===== config.mk =====
export PLATFORM = sky130hd
export DESIGN_NAME = vfd_outq
export DESIGN_NICKNAME = d
export VERILOG_FILES = /design/src/rtl/vfd_pkg.sv /design/src/rtl/vfd_outq.sv
export SDC_FILE = /design/constraint.sdc
export NUM_CORES = 1
export LEC_CHECK = 0
export BUFFER_PORTS_ARGS = -buffer_cell sky130_fd_sc_hd__buf_2
export CORE_MARGIN = 1
export CORE_UTILIZATION = 40
export CTS_CLUSTER_SIZE = 40
export DETAILED_ROUTE_END_ITERATION = 10
export PLACE_DENSITY_LB_ADDON = 0.15
export SETUP_SLACK_MARGIN = 0.02
export SLEW_MARGIN = 20
export SYNTH_ARGS = -nofsm -noshare
export SYNTH_HDL_FRONTEND = slang
export SYNTH_SLANG_ARGS = --single-unit

===== constraint.sdc =====
create_clock -name clk -period 2.25 [get_ports clk]
set_input_delay 0.1125 -clock clk [delete_from_list [all_inputs] [get_ports clk]]
set_output_delay 0.1125 -clock clk [all_outputs]
set_load 0.05 [all_outputs]

===== src/rtl/vfd_pkg.sv =====
// ----------------------------------------------------------------------------
// Variable fractional delay line package
// Shared constants for the delay line, its channel interfaces and its checker.
// ----------------------------------------------------------------------------
package vfd_pkg;

	// Delay time is unsigned Q24; one extra bit holds the value 1.0 itself.
	localparam int DELAY_FRAC_BITS = 24;
	localparam int DELAY_BITS      = DELAY_FRAC_BITS + 1;
	localparam logic [DELAY_BITS-1:0] DELAY_ONE = DELAY_BITS'(1) << DELAY_FRAC_BITS;

	// Interpolation weight taken from the top of the fractional part.
	localparam int WEIGHT_BITS = 16;

	// Result queue; the outstanding count never exceeds its depth.
	localparam int OUTQ_DEPTH = 4;
	localparam int OUTQ_AW    = 2;
	localparam int CNT_BITS   = OUTQ_AW + 1;

endpackage


===== src/rtl/vfd_outq.sv =====
// ----------------------------------------------------------------------------
// Delay line result queue
// Small FIFO that decouples the datapath from the result consumer.
// ----------------------------------------------------------------------------
module vfd_outq #(
	parameter int WIDTH = 24
) (
	input  logic             clk,
	input  logic             arst_n,
	input  logic             push,
	input  logic [WIDTH-1:0] push_data,
	output logic             valid,
	input  logic             ready,
	output logic [WIDTH-1:0] data
);
	logic [WIDTH-1:0]             entry_q [vfd_pkg::OUTQ_DEPTH];
	logic [vfd_pkg::OUTQ_AW-1:0]  wr_ptr_q;
	logic [vfd_pkg::OUTQ_AW-1:0]  rd_ptr_q;
	logic [vfd_pkg::CNT_BITS-1:0] count_q;
	logic                         pop;

	assign valid = (count_q != '0);
	assign pop   = valid && ready;
	assign data  = entry_q[rd_ptr_q];

	always_ff @(posedge clk or negedge arst_n) begin
		if (!arst_n) begin
			wr_ptr_q <= '0;
			rd_ptr_q <= '0;
			count_q  <= '0;
		end else begin
			if (push) begin
				wr_ptr_q <= wr_ptr_q + 1'b1;
			end
			if (pop) begin
				rd_ptr_q <= rd_ptr_q + 1'b1;
			end
			unique case ({push, pop})
				2'b10:   count_q <= count_q + 1'b1;
				2'b01:   count_q <= count_q - 1'b1;
				default: count_q <= count_q;
			endcase
		end
	end

	always_ff @(posedge clk) begin
		if (push) begin
			entry_q[wr_ptr_q] <= push_data;
		end
	end
endmodule


* Word-level counts from Yosys, hierarchy flattened
Memories as Yosys holds them, arrays and structs flattened.
Index checks and enable logic that the tools add are counted.
** Storage, ports and cells
- Register bits :: 7
- Bits in writable memories :: 96
- Word-level logic and storage cells :: 16
- Memories kept :: 1
** Memory list
- entry_q :: words 4, bits a word 24, read ports 1, clocked after Yosys merged registers in 0, wr ports 1, line vfd_outq.sv:16 : logic [WIDTH-1:0] entry_q [vfd_pkg::OUTQ_DEPTH];
** Cells by class
- Add/sub/neg operators :: 4
- Equality and inequality tests :: 2
- Muxes and demuxes :: 3
- Reduce and logical (&&, ||, !) cells :: 3
** Operators with widths (number)
- $pmux W3 S2 :: 1
- $add A2 B1 Y2 const B :: 2
- $add A3 B1 Y3 const B :: 1
- $reduce_bool A3 Y1 :: 1
- $sub A3 B1 Y3 const B :: 1
- $eq A2 B1 Y1 const B :: 1
- $eq A2 B2 Y1 const B :: 1
- $mux W1 :: 2
- $reduce_bool A2 Y1 :: 1
- $logic_and A1 B1 Y1 :: 1

* Depth between registers and ports, before layout
Gate-level depths: netlist (run 1).
- Depth after elaboration :: 4
- Depth in mapped cells :: 7

* Least setup slack after synthesis (run 1)
No wires, ideal clock.
- Kind :: reg-to-reg
- Start :: register count_q[0] (netlist bit)
- End :: register count_q[2] (netlist bit)
- Data arrival time :: 1535 ps
- Data required time :: 2171 ps
- Path slack :: 636 ps
- Stages on the path, launching flop included :: 8
- Path buffers :: 0
- Period minus slack after synthesis :: 1614 ps
- Path through :: dfrtp_1 o31a_1 ha_1 inv_1 fa_1 xor2_1 nor2_1 xor2_1
** On the way
- Cells in the longest elaborated chain, start to end :: 4
** RTL lines
- start, declared :: line vfd_outq.sv:19 : logic [vfd_pkg::CNT_BITS-1:0] count_q;
- start signal, assigned :: line vfd_outq.sv:39 : 2'b10: count_q <= count_q + 1'b1;
- start signal, assigned :: line vfd_outq.sv:40 : 2'b01: count_q <= count_q - 1'b1;
- start signal, assigned :: line vfd_outq.sv:41 : default: count_q <= count_q;
- $reduce_bool A3 Y1 (*) :: line vfd_outq.sv:22 : assign valid = (count_q != '0);
- $logic_and A1 B1 Y1 (*) :: line vfd_outq.sv:23 : assign pop = valid && ready;
- via pop :: line vfd_outq.sv:20 : logic pop;
- $eq A2 B1 Y1 / $eq A2 B2 Y1 (equally long branches) :: line vfd_outq.sv:38 : unique case ({push, pop})
- $pmux W3 S2 / $reduce_bool A2 Y1 (equally long branches)
Mark *: on every way through the listed nets, which the timed path passes. The rest lies on a longest branch.
A chain may end at the register's enable or synchronous reset.

* Final worst setup path (run 1)
- Start :: register rd_ptr_q[0] (netlist bit)
- End :: output data[18]
** On the way
- Cells in the longest elaborated chain, start to end :: 1
** RTL lines
- start, declared :: line vfd_outq.sv:18 : logic [vfd_pkg::OUTQ_AW-1:0] rd_ptr_q;
- start signal, assigned :: line vfd_outq.sv:36 : rd_ptr_q <= rd_ptr_q + 1'b1;
- $mem_v2 Z4 W24
- end, declared :: line vfd_outq.sv:14 : output logic [WIDTH-1:0] data
Every way passes these cells.

==> results.toml, run 1 <==
[run_status]
status = "complete, no violations"

[finish]
layout-drive-gt1-share_pct = 36.92
most-common-layout-cells = "edfxtp_1 (96), buf_2 (52), dlygate4sd3_1 (25)"
layout_commonest_cell = "edfxtp_1"
seqCellArea_um2 = 3059
syn2layout_area_growth_pct = 23.38
multi_input_area_um2 = 764.5
utilization_pct = 51.50
fin_nets = 289
fillers = 757
final_cells = 389
antennaDiodeCount = 0

[pwr]
p_switching_mw = 2.506
p_per_area_nw_per_um2 = 1352
p_int_mw = 4.017
seqPwrFrac_pct = 41.5
p_sw_share_pct = 38.41
pwr-share-clk_pct = 18.5
p_leak_nw = 1.738
p_comb_share_pct = 40.0
ir_worst_vdd_uv = 550.4

[synthesis]
ys_warn_count = 0
synth.net_count = 196
synth.distinct_cells = 19
yosysSeqAreaShare_pct = 78.18
synth-seq-cells = 103
syn_inst = 162
syn_avg_cell_area_um2 = 24.14
synthesis.area_um2 = 3911

[global_route]
grt_usage_pct = 14.47
grt_pass1_vias = 2034
grt_overflow = 0
antenna_found_initial = 0
grt_max_degree = 20
grt_pass1_wl_um = 10460

[setup_path]
end_kind = "primary output"
worstPathArrival_ns = 1.95
critPathLaunchType = "register"
cp_slowest_stage_delay_ns = 0.62
path_max_fanout = 13
critPathSlowestCell = "dfrtp_2"
path_cells = "buf_4, mux4_2, buf_2"
worstSetupPathType = "reg -> out"
crit_buf_inv = 2
crit_family = "flip-flops"
required_ns = 2.14

[clock_network]
htree_levels = 3
clock-sinks = 103
cts_buffer_depth = 2
tritoncts = "built"
clk_pin_slew_ns = 0.08
postCtsSetupBuffers = 0
clock-root-buffer = "clkbuf_8"
clk_latency_ns = 0.35
cts_made_buffers = 9

[sta]
slew_headroom_pct = 73.56
hold_viol = 0
timing.fmax_mhz = 483.7
slew_violations = 0
rsz0062_at_grt = "false"
setup_tns_ns = 0
period_share_pct = 91.88
max_slew.worst_pin.slew_ns = 0.3967
skew_ns = 0.009047
finalCriticalPeriod_ns = 2.067
final-setup-viol-count = 0

[detailed_routing]
dr.first_iter.drc_count = 58
vias = 1885
vias_per_cell = 4.846
ant_nets = 0
firstDrtPassIters = 4
drc = 0
avgRoutedWirePerCell_um = 17.05
drt_wl_total_um = 6632

[die]
core-area_um2 = 9371
initial_core_util_pct = 41.74
die_h_um = 100.9
num_rows = 35
pin_count = 53
dieArea_um2 = 10180
die_x_um = 100.9

[min_path]
min_path_type = "in -> reg"

[run]
max-cap-violations = 0

[placement]
dpl.hpwl_um = 4329
portBuffers = 52
dpl.cell_count = 348
globalplace.congestion = 0.6902
==> synthesized netlist by cell type <==
| library cell | n | area, um2 |
|---|---|---|
| mux2i_1 | 1 | 10.01 |
| or3_1 | 1 | 6.260 |
| inv_1 | 6 | 22.52 |
| dfrtp_1 | 7 | 175.2 |
| nor2_1 | 1 | 3.750 |
| mux4_2 | 18 | 405.4 |
| buf_12 | 2 | 40.04 |
| and2_1 | 4 | 25.02 |
| buf_6 | 1 | 11.26 |
| ha_1 | 5 | 62.56 |
| xor2_1 | 4 | 35.03 |
| mux4_1 | 6 | 157.7 |
| o21ai_0 | 1 | 5.000 |
| nand2_1 | 2 | 7.510 |
| buf_2 | 3 | 15.01 |
| xnor2_1 | 2 | 17.52 |
| fa_1 | 1 | 20.02 |
| edfxtp_1 | 96 | 2883 |
| o31a_1 | 1 | 8.760 |
==> cell families (layout without fill, tap and decap cells) <==
family                     Yosys count  in the layout  share of synthesized area, %
adders and majority gates            6              6                         2.111
muxes                               25             25                         14.65
DFF                                103            103                         78.18
xor gates and xnor gates             6              6                         1.344
and+or+nand+nor                      8              8                         1.088
buffers and inverters               12            110                         2.271
AOI/OAI and AO/OA                    2              2                        0.3518
==> worst reg2reg max path, stage by stage, from the launching register on <==
cell and delay [ns]:
dfrtp_1 0.42, o31a_1 0.23, ha_1 0.23, inv_1 0.07, fa_1 0.38, xor2_1 0.17, nor2_1 0.13, xor2_1 0.16
==> power groups by stage <==
| stage | Clock (mW) | Sequential, mW | Combinational, mW |
|---|---|---|---|
| after floorplan | 0 | 2.64 | 2.15 |
| after global placement | 0 | 2.73 | 2.57 |
| after detailed placement | 0 | 2.76 | 2.61 |
| after CTS | 1.25 | 2.72 | 2.65 |
| after global routing | 1.31 | 2.75 | 2.77 |
| final | 1.21 | 2.71 | 2.61 |
==> path summary, 6_finish.rpt <==
| check | start | to | slack (ns) | cells after the start |
|---|---|---|---|---|
| worst max-delay path | rd_ptr_q[0] | data[18] | 0.18 | 3 |
| worst min-delay path | push | wr_ptr_q[0] | 0.04 | 2 |
| worst max register to register | count_q[0] | count_q[2] | 0.39 | 7 |
| worst min register to register | count_q[2] | count_q[2] | 0.51 | 1 |
| max in group asynchronous | arst_n | rd_ptr_q[0] | 1.96 | 2 |
| min in group asynchronous | arst_n | count_q[2] | 0.12 | 2 |
==> per-stage QoR <==
| stage | total power [mW] | instance area [um2] | setup slack (ns) | hold WS (ns) |
|---|---|---|---|---|
| after global routing | 6.836 | 4826 | 0.06475 | 0.03741 |
| after detailed placement | 5.370 | 4363 | 0.3878 | -0.04658 |
| after floorplan | 4.789 | 3911 | 0.6359 | -0.1831 |
| after global placement | 5.298 | 4363 | 0.5457 | -0.05413 |
| final | 6.523 | 4826 | 0.1827 | 0.04318 |
| after CTS | 6.612 | 4826 | 0.1255 | 0.02277 |
==> area by class of cell <==
cell class / count / area share, %
clock inverter: 6 / 1.763
clock buffer: 10 / 2.645
tap: 129 / 3.345
sequential: 103 / 63.39
timing repair buffer: 88 / 12.55
inverter: 6 / 0.4667
multi-input combinational: 47 / 15.84
==> routing by layer <==
layer / part of all wire (%) / track usage, %
met1: 41 / 17.38
met2: 54 / 24.87
met3: 4.1 / 3.121
met4: 1.0 / 7.023
met5: 0 / 0
==> repair_timing <==
action / 4_1_cts / 5_1_grt
gates resized for setup: 0 / 0
hold buffers: 25 / 0
endpoints found under the hold margin: 103 / 0
==> flip-flops by register name, indices dropped and copies added (netlist names) <==
name / cells
entry_q: 96
count_q: 3
wr_ptr_q: 2
rd_ptr_q: 2
Note: power is estimated with default switching activity, not from simulation.
==> run 2, diff against run 1 <==
- BUFFER_PORTS_ARGS: -buffer_cell sky130_fd_sc_hd__buf_2 -> -buffer_cell sky130_fd_sc_hd__buf_4
==> results.toml, run 2 (synthesis results as in run 1) <==
[sta]
slew_violations = 0
period_share_pct = 88.30
finalCriticalPeriod_ns = 1.987
skew_ns = 0.005560
final-setup-viol-count = 0
hold_viol = 0
timing.fmax_mhz = 503.4
slew_headroom_pct = 82.50
rsz0062_at_grt = "false"
setup_tns_ns = 0
max_slew.worst_pin.slew_ns = 0.2625

[finish]
fin_nets = 291
antennaDiodeCount = 0
reg_top3 = "entry_q x96, count_q x3"
layout-drive-gt1-share_pct = 35.77
final_area_um2 = 4930
syn2layout_area_growth_pct = 26.04
largest_reg_flops = 96
fillers = 763
regMostFlops = "entry_q"
layout_commonest_cell = "edfxtp_1"
most-common-layout-cells = "edfxtp_1 (96), buf_4 (63), dlygate4sd3_1 (26)"

[die]
pin_count = 53
die_h_um = 100.9
initial_core_util_pct = 41.74
num_rows = 35
core-area_um2 = 9371
die_x_um = 100.9
dieArea_um2 = 10180

[placement]
globalplace.congestion = 0.7158
dpl.hpwl_um = 4527
portBuffers = 52
placed_cell_area_um2 = 4501

[global_route]
grt_usage_pct = 15.07
grt_pass1_vias = 2066
grt_max_degree = 17
antenna_found_initial = 0
grt_pass1_wl_um = 10830
grt_overflow = 0

[run]
max-cap-violations = 0

[setup_path]
end_kind = "primary output"
r2r_cells = 7
critPathLaunchType = "register"
crit_buf_inv = 2
critPathSlowestCell = "dfrtp_2"
regToRegStartpoint = "count_q[0]"
reg2reg_slack_ns = 0.43
crit_top_cell = "buf_4"
worstPathArrival_ns = 1.87
path_cells = "buf_4, mux4_2, buf_4"
path_max_fanout = 8
cp_slowest_stage_delay_ns = 0.53
reg2reg_to = "count_q[2]"
required_ns = 2.14
worstSetupPathType = "reg -> out"
crit_family = "flip-flops"

[detailed_routing]
firstDrtPassIters = 4
ant_nets = 0
drc = 0
dr.first_iter.drc_count = 49
drt_wl_total_um = 6829
avgRoutedWirePerCell_um = 17.56
vias_per_cell = 4.771
vias = 1856

[clock_network]
clk_pin_slew_ns = 0.08
postCtsResizedCells = 0
tritoncts = "built"
cts_made_buffers = 9
clock-root-buffer = "clkbuf_8"
clk_latency_ns = 0.34
cts_buffer_depth = 2
htree_levels = 3
postCtsSetupBuffers = 0
clock-sinks = 103

[pwr]
seqPwrFrac_pct = 40.6
pwr-share-clk_pct = 15.7
p_leak_nw = 1.773
ir_worst_vdd_uv = 689.5
p_comb_share_pct = 43.7
p_switching_mw = 2.488
p_sw_share_pct = 37.83
p_int_mw = 4.090
p_per_area_nw_per_um2 = 1334

[min_path]
min_path_type = "in -> async"

[run_status]
status = "complete, no violations"
-- run 2: cell types whose count changed in the layout (fill, tap and decap cells not counted) --
cell | previous run | this run
clkinv_2 | 1 | 0
buf_2 | 52 | 0
clkbuf_1 | 1 | 3
buf_4 | 10 | 63
dlygate4sd3_1 | 25 | 26
bufinv_16 | 2 | 1
clkinvlp_4 | 1 | 0
clkinv_4 | 1 | 0
-- run 2: per-layer routing --
layer / vias up / wire length (um) / global-route usage [%]
li1: 850 / - / -
met1: 961 / 2726 / 16.62
met2: 41 / 3819 / 27.82
met3: 4 / 243 / 4.785
met4: 0 / 40 / 4.236
met5: - / 0 / 0
-- run 2: stage by stage --
step	utilization, %	hold WS, ns	cells	power, mW	setup slack (ns)
after floorplan	-	-0.1831	162	4.789	0.6359
after global placement	48.02	-0.07492	349	5.514	0.5902
after detailed placement	48.02	-0.06881	349	5.607	0.4541
after CTS	52.60	0.09761	389	6.680	0.2037
after global routing	52.60	0.09945	389	6.896	0.1505
final	52.60	0.1136	389	6.578	0.2633
-- run 2: worst max-delay path by stage --
stage / startpoint / endpoint / depth (start not counted)
2_1_floorplan: count_q[0] / count_q[2] / 7
3_3_place_gp: count_q[0] / count_q[2] / 7
3_5_place_dp: count_q[0] / count_q[2] / 7
4_1_cts: rd_ptr_q[0] / data[6] / 3
5_1_grt: rd_ptr_q[0] / data[6] / 3
6_report: rd_ptr_q[0] / data[6] / 3
-- run 2: power by group through the flow --
stage          Clock (mW)  Sequential (mW)  Combinational, mW
2_1_floorplan           0             2.64               2.15
3_5_place_dp            0             2.72               2.89
3_3_place_gp            0             2.68               2.83
6_report             1.03             2.67               2.88
5_1_grt              1.15             2.71               3.03
4_1_cts              1.07             2.68               2.93
-- run 2: what timing repair did --
| action | CTS | global route |
|---|---|---|
| setup endpoints to repair | 0 | 0 |
| endpoints found under the hold margin | 104 | 0 |
| hold buffers | 26 | 0 |
-- run 2: cell type report --
cell class	instances	area [um2]	area share, %
multi-input combinational	47	764.5	15.51
clock buffer	12	135.1	2.741
tap	129	161.4	3.274
timing repair buffer	90	753.2	15.28
clock inverter	2	33.78	0.6853
inverter	6	22.52	0.4569
sequential	103	3059	62.06
==> run 3, diff against run 2 <==
- CELL_PAD_IN_SITES_DETAIL_PLACEMENT: not set -> 1
- CELL_PAD_IN_SITES_GLOBAL_PLACEMENT: not set -> 1
- CORE_UTILIZATION: 40 -> 49
==> results.toml, run 3 (synthesis results as in run 1) <==
[pwr]
fin_total_pwr_mw = 6.556
p_per_area_nw_per_um2 = 1337
p_comb_share_pct = 44.0
p_switching_mw = 2.559
pwr-share-clk_pct = 15.4
ir_worst_vdd_uv = 613.3
p_sw_share_pct = 39.03
seqPwrFrac_pct = 40.6
p_leak_nw = 1.764
p_int_mw = 3.998

[clock_network]
cts_made_buffers = 9
clock-sinks = 103
clock-root-buffer = "clkbuf_8"
htree_levels = 3
postCtsResizedCells = 0
clk_latency_ns = 0.35
postCtsSetupBuffers = 0
cts_buffer_depth = 2
clk_pin_slew_ns = 0.09
tritoncts = "built"

[setup_path]
reg2reg_slack_ns = 0.42
crit_top_cell = "buf_4"
required_ns = 2.14
end_kind = "primary output"
cp_slowest_stage_delay_ns = 0.61
path_max_fanout = 15
crit_family = "multiplexers"
crit_buf_inv = 2
critPathLaunchType = "register"
path_cells = "buf_4, mux4_1, buf_4"
worstPathArrival_ns = 1.82
critPathSlowestCell = "mux4_1"
worstSetupPathType = "reg -> out"

[sta]
holdWs_ns = 0.1102
slew_violations = 0
max_slew.worst_pin.slew_ns = 0.4110
period_share_pct = 85.73
rsz0062_at_grt = "false"
setup_tns_ns = 0
skew_ns = 0.009627
finalCriticalPeriod_ns = 1.929
timing.fmax_mhz = 518.4
slew_headroom_pct = 72.60
final-setup-viol-count = 0
hold_viol = 0

[detailed_routing]
vias_per_cell = 5.191
ant_nets = 0
dr.first_iter.drc_count = 97
drt_wl_total_um = 6793
firstDrtPassIters = 4
drc = 0
vias = 1879
avgRoutedWirePerCell_um = 18.77

[run_status]
status = "complete, no violations"

[global_route]
grt_overflow = 0
grt_usage_pct = 18.31
antenna_found_initial = 0
grt_pass1_wl_um = 10900
grt_pass1_vias = 2072
grt_max_degree = 19

[finish]
syn2layout_area_growth_pct = 25.34
largest_reg_flops = 96
most-common-layout-cells = "edfxtp_1 (96), buf_4 (61), dlygate4sd3_1 (26)"
layout_commonest_cell = "edfxtp_1"
layout-drive-gt1-share_pct = 36.92
reg_top3 = "entry_q x96, count_q x3"
regMostFlops = "entry_q"
antennaDiodeCount = 0
fin_nets = 290
fillers = 655

[die]
dieArea_um2 = 8343
die_x_um = 91.34
pin_count = 53
initial_core_util_pct = 50.62
num_rows = 32
die_h_um = 91.34
core-area_um2 = 7727

[run]
max-cap-violations = 0

[placement]
portBuffers = 52
dpl.hpwl_um = 4491
globalplace.congestion = 0.6856

[min_path]
min_path_type = "in -> async"
-- run 3: changes by cell type in the layout (fill, tap and decap cells not counted) --
cell / change
buf_12: +1
buf_4: -2
bufinv_16: -1
clkbuf_1: -3
clkinvlp_4: +3
inv_6: +1
inv_8: +1
-- run 3: area by class of cell --
cell class / count / area, um2 / share of cell area, %
sequential: 103 / 3059 / 62.40
multi-input combinational: 47 / 764.5 / 15.59
timing repair buffer: 89 / 758.2 / 15.47
tap: 102 / 127.6 / 2.603
clock buffer: 9 / 123.9 / 2.527
clock inverter: 6 / 46.29 / 0.9444
inverter: 6 / 22.52 / 0.4594
-- run 3: what timing repair did --
action,4_1_cts,5_1_grt
setup endpoints to repair,0,0
hold endpoints to repair,104,0
hold buffers,26,0
-- run 3: power by group through the flow --
| stage | clock network (mW) | registers, mW | logic [mW] |
|---|---|---|---|
| after floorplan | 0 | 2.64 | 2.15 |
| after global placement | 0 | 2.67 | 2.82 |
| after detailed placement | 0 | 2.70 | 2.89 |
| after CTS | 1.05 | 2.66 | 2.92 |
| after global routing | 1.11 | 2.69 | 3.04 |
| final | 1.01 | 2.66 | 2.88 |
-- run 3: metrics by stage --
step | cell area [um2] | worst slack [ns] | utilization [%] | instances
floorplan | 3911 | 0.6359 | - | 162
global placement | 4472 | 0.5939 | 57.87 | 321
detailed placement | 4472 | 0.4467 | 57.87 | 321
CTS | 4902 | 0.2833 | 63.44 | 362
global route | 4902 | 0.2175 | 63.44 | 362
finish | 4902 | 0.3211 | 63.44 | 362
-- run 3: worst paths after layout --
check | startpoint | endpoint | cells past startpoint
max | rd_ptr_q[0] | data[4] | 3
min | arst_n | wr_ptr_q[1] | 2
max reg2reg | count_q[0] | count_q[2] | 7
min reg2reg | count_q[2] | count_q[2] | 1
max in group asynchronous | arst_n | rd_ptr_q[0] | 2
min in group clk | ready | rd_ptr_q[0] | 3
-- run 3: layer usage --
metal	track usage, %	vias up	part of all wire, %
li1	-	850	-
met2	29.99	43	50
met1	23.92	975	45
met5	0	-	0
met3	3.853	11	3.1
met4	8.069	0	1.8
